<file path="config.mk">
export PLATFORM = sky130hd
export DESIGN_NAME = hvn_norm
export DESIGN_NICKNAME = d
export VERILOG_FILES = /design/src/hdl/hvn_pkg.sv /design/src/hdl/hvn_norm.sv
export SDC_FILE = /design/constraint.sdc
export NUM_CORES = 1
export LEC_CHECK = 0
export ABC_CLOCK_PERIOD_IN_PS = 9800
export BUFFER_PORTS_ARGS = -buffer_cell sky130_fd_sc_hd__buf_2
export CAP_MARGIN = 0
export CORE_UTILIZATION = 35
export CTS_CLUSTER_SIZE = 12
export DETAILED_ROUTE_END_ITERATION = 6
export GPL_TIMING_DRIVEN = 0
export PLACE_DENSITY_LB_ADDON = 0.25
export SETUP_SLACK_MARGIN = 0.4
export SYNTH_ARGS = -nofsm -noshare
export SYNTH_HDL_FRONTEND = slang
export SYNTH_SLANG_ARGS = --single-unit
</file>
<file path="constraint.sdc">
create_clock -name clk_i -period 9.8 [get_ports clk_i]
set_clock_uncertainty 0.1 [all_clocks]
set_input_delay 1.96 -clock clk_i [delete_from_list [all_inputs] [get_ports clk_i]]
set_output_delay 1.96 -clock clk_i [all_outputs]
set_load 0.05 [all_outputs]
</file>
<file path="src/hdl/hvn_pkg.sv">
// Shared types and constants of the heightmap vertex normal block.
// No dependencies; used by the top level and by the normalizer.
package hvn_pkg;

  localparam int unsigned MAX_GRID_DEF = 64;
  localparam logic [6:0]  GRID_RESET   = 7'd64;

  // Widths of the raw normal sum before normalizing
  localparam int XW = 19;   // signed X and Z sums
  localparam int AW_ABS = 18; // magnitude of X and Z
  localparam int YW = 11;   // Y sum, at most four steps of 256
  localparam int SW = 38;   // sum of squares
  localparam int LW = 31;   // root of the scaled sum of squares
  localparam int QW = 15;   // quotient bits of one component
  localparam logic [QW-1:0] UNIT_Q14 = 15'd16384;

  typedef enum logic [2:0] {
    S_IDLE,
    S_READ,
    S_SUM,
    S_NORM,
    S_OUT
  } hvn_state_e;

  typedef enum logic [2:0] {
    N_IDLE,
    N_SQ,
    N_SQRT,
    N_DIV,
    N_DONE
  } norm_state_e;

endpackage

</file>
<file path="src/hdl/hvn_norm.sv">
// Normalizer: squares, bit-serial square root and bit-serial division.
// Depends on hvn_pkg.
module hvn_norm (
  input  logic                          clk_i,
  input  logic                          rst_ni,
  input  logic                          start_i,
  input  logic signed [hvn_pkg::XW-1:0] x_i,
  input  logic        [hvn_pkg::YW-1:0] y_i,
  input  logic signed [hvn_pkg::XW-1:0] z_i,
  output logic                          done_o,
  output logic signed [15:0]            nx_o,
  output logic signed [15:0]            ny_o,
  output logic signed [15:0]            nz_o
);
  import hvn_pkg::*;

  norm_state_e state_q, state_d;
  logic [5:0]  cnt_q, cnt_d;
  logic [1:0]  comp_q, comp_d;

  logic [2:0]        neg_q;
  logic [AW_ABS-1:0] mag_q [3];
  logic [AW_ABS-1:0] mul_op;
  logic [2*AW_ABS-1:0] prod_q;
  logic [SW-1:0]     s_q;
  logic [SW+23:0]    rad_q;
  logic [32:0]       srem_q;
  logic [LW-1:0]     root_q;
  logic [34:0]       srem_sh, trial;
  logic [LW+AW_ABS-3:0] num_wide;
  logic [45:0]       num;
  logic [QW-1:0]     low_q;
  logic [32:0]       drem_q, drem_sh, dvsr;
  logic [QW-1:0]     quo_q, quo_sat;
  logic signed [15:0] res_q [3];
  logic signed [15:0] res_val;

  // Sequence the phases
  always_comb begin
    state_d = state_q;
    cnt_d   = cnt_q;
    comp_d  = comp_q;
    done_o  = 1'b0;
    unique case (state_q)
      N_IDLE: begin
        if (start_i) begin
          state_d = N_SQ;
          cnt_d   = '0;
        end
      end
      N_SQ: begin
        cnt_d = cnt_q + 6'd1;
        if (cnt_q == 6'd3) begin
          state_d = N_SQRT;
          cnt_d   = '0;
        end
      end
      N_SQRT: begin
        cnt_d = cnt_q + 6'd1;
        if (cnt_q == 6'(LW)) begin
          state_d = N_DIV;
          cnt_d   = '0;
          comp_d  = '0;
        end
      end
      N_DIV: begin
        cnt_d = cnt_q + 6'd1;
        if (cnt_q == 6'(QW + 1)) begin
          cnt_d = '0;
          if (comp_q == 2'd2) state_d = N_DONE;
          else comp_d = comp_q + 2'd1;
        end
      end
      N_DONE: begin
        done_o  = 1'b1;
        state_d = N_IDLE;
      end
      default: state_d = N_IDLE;
    endcase
  end

  always_ff @(posedge clk_i or negedge rst_ni) begin
    if (!rst_ni) begin
      state_q <= N_IDLE;
      cnt_q   <= '0;
      comp_q  <= '0;
    end else begin
      state_q <= state_d;
      cnt_q   <= cnt_d;
      comp_q  <= comp_d;
    end
  end

  // One shared squarer
  always_comb begin
    case (cnt_q[1:0])
      2'd0:    mul_op = mag_q[0];
      2'd1:    mul_op = mag_q[1];
      default: mul_op = mag_q[2];
    endcase
  end

  // Square root, two radicand bits a cycle
  assign srem_sh = {srem_q, rad_q[SW+23:SW+22]};
  assign trial   = {2'b00, root_q, 2'b01};

  // Division: one quotient bit a cycle, divisor 2L
  assign num_wide = {mag_q[comp_q], 27'd0};
  assign num      = 46'(num_wide) + 46'(root_q);
  assign dvsr     = {1'b0, root_q, 1'b0};
  assign drem_sh  = {drem_q[31:0], low_q[QW-1]};
  assign quo_sat  = (quo_q > UNIT_Q14) ? UNIT_Q14 : quo_q;
  assign res_val  = neg_q[comp_q] ? -$signed({1'b0, quo_sat}) : $signed({1'b0, quo_sat});

  always_ff @(posedge clk_i) begin
    if (state_q == N_IDLE && start_i) begin
      neg_q    <= {z_i[XW-1], 1'b0, x_i[XW-1]};
      mag_q[0] <= x_i[XW-1] ? AW_ABS'(-x_i) : AW_ABS'(x_i);
      mag_q[1] <= AW_ABS'(y_i);
      mag_q[2] <= z_i[XW-1] ? AW_ABS'(-z_i) : AW_ABS'(z_i);
      s_q      <= '0;
    end
    if (state_q == N_SQ) begin
      prod_q <= mul_op * mul_op;
      if (cnt_q != 6'd0) s_q <= s_q + SW'(prod_q);
      if (cnt_q == 6'd3) begin
        rad_q  <= {s_q + SW'(prod_q), 24'd0};
        srem_q <= '0;
        root_q <= '0;
      end
    end
    if (state_q == N_SQRT && cnt_q != 6'(LW)) begin
      rad_q <= {rad_q[SW+21:0], 2'b00};
      if (srem_sh >= trial) begin
        srem_q <= 33'(srem_sh - trial);
        root_q <= {root_q[LW-2:0], 1'b1};
      end else begin
        srem_q <= srem_sh[32:0];
        root_q <= {root_q[LW-2:0], 1'b0};
      end
    end
    if (state_q == N_DIV) begin
      if (cnt_q == 6'd0) begin
        drem_q <= {2'b00, num[45:QW]};
        low_q  <= num[QW-1:0];
        quo_q  <= '0;
      end else if (cnt_q <= 6'(QW)) begin
        low_q <= {low_q[QW-2:0], 1'b0};
        if (drem_sh >= dvsr) begin
          drem_q <= drem_sh - dvsr;
          quo_q  <= {quo_q[QW-2:0], 1'b1};
        end else begin
          drem_q <= drem_sh;
          quo_q  <= {quo_q[QW-2:0], 1'b0};
        end
      end else begin
        res_q[comp_q] <= res_val;
      end
    end
  end

  assign nx_o = res_q[0];
  assign ny_o = res_q[1];
  assign nz_o = res_q[2];

endmodule

</file>
==> results <==
- The run finished with clean final reports.
- The antenna diode count is 0.
- The startpoint class of the critical path is a flop.
- In this run the most critical hold path is launched from s_q[17].
- The final setup violation count is 0.
- The maximum number of pins on one net before global-route repair is 59.
- Clock-pin slew was measured on the worst setup and hold paths at 0.06 ns.
- The worst setup path is captured at a flop.
- Input and output buffers added on the ports amount to 100.
- The horizontal die dimension is 292 µm.
- The hold violation count in the final report was 0.
- The total global routing overflow is 0.
- The number of max-slew violations in the final report is 0.
- TritonCTS built the clock tree.
- Setup repair after global routing could not meet its margin everywhere.
- Of the cells placed in the final design, the portion with a size suffix greater than 1 is 8.14%.
- The average vias per placed instance is 5.19.
- The number of search-and-repair iterations in the first detailed-routing pass is 5.
- The finished layout holds 4346 standard cells, fillers aside.
- The startpoint identified for the worst register-to-register timing path is cnt_q[0].
- The sequential-to-total area share from yosys stat is 33.6%.
- The total number of yosys warnings is 0.
- The data arrival time of the critical path is 9.33 ns.
- The average size of a mapped cell is 9.59 µm².
- The critical-path cell with the highest stage delay is sky130_fd_sc_hd__a21oi_1.
- The area taken by flip-flops and latches is 0.00992 mm².
- The initial antenna violation count was 3.
- Fill cells in the final layout number 8365.
- The largest family of logic cells by synthesized area is adder cells.
- The post-synthesis cell count is 3079.
- The origin of the worst setup path is cnt_q[0].
- After detailed routing, the number of remaining DRC violations is 0.
- The leakage power figure is 14.3 nW.
- The most common flop cell mapped by yosys is sky130_fd_sc_hd__edfxtp_1.
- The fraction of the mapped netlist area in simple logic gates is 14.3%.
- The min-delay analysis places its worst path in the category reg2reg.
- The library cell used most frequently in the layout, excluding fill and tap cells, is sky130_fd_sc_hd__inv_1.
- The post-synthesis instance area is 0.0295 mm².
- When the netlist entered floorplanning its net count stood at 3577.
- The worst hold slack is 0.357 ns.
- The mux share of post-synthesis cell area is 1.39%.
- The number of hold buffers added after CTS was 0.
- Summing the areas of all xor and xnor instances in the mapped netlist gives 4.95% of the synthesized area.
- Once detail routing completed, the nets flagged for antenna violations numbered 0.
- The first global-routing pass estimated 124 mm of wire.
- The area of the placeable core is 0.0836 mm².
- The synthesized netlist devotes 14.6% of its cell area to compound gates.
- In the final design database the tool counted 3731 nets.
- The insertion delay to the later sink of the worst-skew pair is 0.58 ns.
- The worst max-slew margin expressed relative to the limit is 16.3%.
- Detailed placement ended at an HPWL of 62.6 mm.
- The synthesized design contains 345 register bits.
- Dividing the detail-routed wire length by the instance count gives 18.3 µm.
- The power spent charging and discharging nets is 666 µW.
- The last weighted congestion value of the routability-driven placer is 0.872.
- The count of boundary I/O pins is 101.
- The proportion of power drawn by the clock network is 49.0%.
- In the final layout, the multi-input gates occupy 0.0177 mm².
- In the layout the commonest cells are 384 x sky130_fd_sc_hd__inv_1, 358 x sky130_fd_sc_hd__nand2_1, 296 x sky130_fd_sc_hd__edfxtp_1.
- The H-tree was split into 2 levels.
- In this run the worst path has a maximum fanout of 10.
- IR analysis of the VDD net gives a maximum drop of 0.114 mV.
- The max-capacitance violation count is 0.
- The aggregate routed wire length is 79.6 mm.
- The layout-stage area growth over the synthesis result is 11.6%.
- Static timing analysis puts the maximum clock frequency at 0.110 GHz.
- Once the floorplan was initialized, standard cells occupied 35.3% of the core.
- The synthesized netlist devotes 24.6% of its cell area to adder and majority cells.
- The fraction of registers with async set/reset is 3.19%.
- Buffers inserted during clock tree synthesis total 43.
- Detailed routing inserted a total of 22548 vias.
- The net switching fraction of the power is 20.9%.
- The part of the cycle the worst path needs is 92.8%.
- The distinct cell type count after synthesis is 96.
- The number of placed instances, taps included, is 4268.
- The largest buffer count on any clock path is 3.
- The cell that appears most often on the critical path is sky130_fd_sc_hd__inv_1.
- The combinational share of power is 1.4%.
- For the worst setup path, the data required time is 10.03 ns.
- The design draws 3.18 mW.
- Sequential cells burn 49.6% of the power.
- The root cell of the clock tree is sky130_fd_sc_hd__clkbuf_16.
- In this run the core area contains 106 standard-cell rows.
- Measured along the y axis, the die boundary spans 292 µm.
- The number of global-route vias before repair is 21796.
- The number of clock sinks is 345.
- The type of the worst setup path is reg2reg.
- For the pin with the worst max-slew slack, the measured transition is 1.25 ns.
- The worst register-to-register path has a setup slack of 0.70 ns.
- In this design, the stage delay of the slowest critical-path cell is 0.88 ns.
- The number of setup buffers added after CTS is 0.
- Across every metal layer, demand over resource in global routing totals 18.6%.
- The power density over the cells is 96.5 mW/mm².
- Yosys mapped a number of flops with a built-in enable equal to 296.
- The clock period minus final worst setup slack is 9.10 ns.
- Cell internal power was estimated by the tool at 2.51 mW.
- The number of design-rule violations left by the first detailed-router iteration is 1631.
- The overall die area is 0.0855 mm².
-- layer usage --
layer | global-route usage (%) | up-vias | routed length [µm]
met3 | 2.25 | 109 | 3560
met4 | 5.30 | 4 | 2110
met2 | 29.4 | 484 | 36400
met1 | 26.6 | 11029 | 37500
li1 | - | 10922 | -
met5 | 0 | - | 24
-- metrics by stage --
stage / setup TNS, ns / cell area (µm²) / util, % / setup WS [ns]
4_1_cts: 0 / 32900 / 39.4 / 0.415
2_1_floorplan: 0 / 29500 / - / 2.11
6_report: 0 / 33000 / 39.5 / 0.704
5_1_grt: 0 / 33000 / 39.5 / 0.378
3_3_place_gp: -0.593 / 31400 / 37.6 / -0.139
3_5_place_dp: -0.319 / 31500 / 37.7 / -0.125
-- what timing repair did --
action                     CTS  global route
gates cloned                 0             0
setup endpoints to repair   12            11
gates resized for setup      3            16
-- final timing paths --
path                               to  cells past startpoint
max                        prod_q[35]                     29
min                           s_q[17]                      2
max reg2reg                prod_q[35]                     29
min reg2reg                   s_q[17]                      2
max in group asynchronous    cnt_q[1]                      1
min in group asynchronous    cnt_q[3]                      1
-- final cells by class --
type,instances,share of cell area [%]
buffer,112,1.42
clock buffer,57,3.64
clock inverter,21,0.573
inverter,393,4.49
multi-input combinational,2229,53.8
sequential,345,30.1
tap,1080,4.10
timing repair buffer,109,1.92
-- worst max-delay path, delay by kind of cell, from the launching register on --
kind / cells / cell delay, ns
adder cells (fa/ha/maj): 8 / 3.41
AO/OA/AOI/OAI: 7 / 2.61
buffers and inverters: 9 / 1.27
AND/OR/NAND/NOR: 4 / 0.91
flip-flops: 1 / 0.43
XOR/XNOR: 1 / 0.10
-- flip-flops by register name, indices dropped and copies added (netlist names), 6 cells and up --
signal / count
rad_q: 38
cnt_q: 6
root_q: 31
drem_q: 32
quo_q: 15
prod_q: 35
srem_q: 33
s_q: 38
res_q: 48
mag_q: 47
low_q: 15
-- kinds of logic (layout without fill, tap and decap cells) --
family / Yosys count / after routing
AND/OR/NAND/NOR: 923 / 923
multiplexers: 40 / 40
AO/OA/AOI/OAI: 653 / 653
flip-flops: 345 / 345
buffers and inverters: 505 / 692
XOR/XNOR: 167 / 167
adder cells (fa/ha/maj): 446 / 446
-- Yosys cell counts, types with 20 or more instances --
| cell type | n | area share [%] |
|---|---|---|
| sky130_fd_sc_hd__o21a_1 | 20 | 0.51 |
| sky130_fd_sc_hd__nand2_1 | 359 | 4.6 |
| sky130_fd_sc_hd__ha_1 | 222 | 9.4 |
| sky130_fd_sc_hd__fa_1 | 224 | 15 |
| sky130_fd_sc_hd__mux2i_1 | 31 | 1.1 |
| sky130_fd_sc_hd__a21oi_1 | 162 | 2.7 |
| sky130_fd_sc_hd__a21o_1 | 87 | 2.2 |
| sky130_fd_sc_hd__nand2b_1 | 31 | 0.66 |
| sky130_fd_sc_hd__nor2_1 | 224 | 2.8 |
| sky130_fd_sc_hd__and2_1 | 28 | 0.59 |
| sky130_fd_sc_hd__inv_1 | 385 | 4.9 |
| sky130_fd_sc_hd__xnor2_1 | 121 | 3.6 |
| sky130_fd_sc_hd__o21ai_0 | 137 | 2.3 |
| sky130_fd_sc_hd__nand3_1 | 106 | 1.8 |
| sky130_fd_sc_hd__edfxtp_1 | 296 | 30 |
| sky130_fd_sc_hd__xor2_1 | 46 | 1.4 |
| sky130_fd_sc_hd__dfxtp_1 | 38 | 2.6 |
| sky130_fd_sc_hd__clkbuf_1 | 92 | 1.2 |
| sky130_fd_sc_hd__and3_1 | 29 | 0.61 |
| sky130_fd_sc_hd__o21ai_1 | 41 | 0.69 |
| sky130_fd_sc_hd__nor3_1 | 45 | 0.76 |
-- power by group through the flow --
stage / Combinational (mW) / Sequential [mW] / Clock, mW
2_1_floorplan: 0.0207 / 1.61 / 0
3_3_place_gp: 0.0460 / 1.61 / 0
3_5_place_dp: 0.0463 / 1.61 / 0
4_1_cts: 0.0464 / 1.58 / 1.60
5_1_grt: 0.0494 / 1.58 / 1.65
6_report: 0.0457 / 1.58 / 1.56
Power figures use the tool's default switching activity.
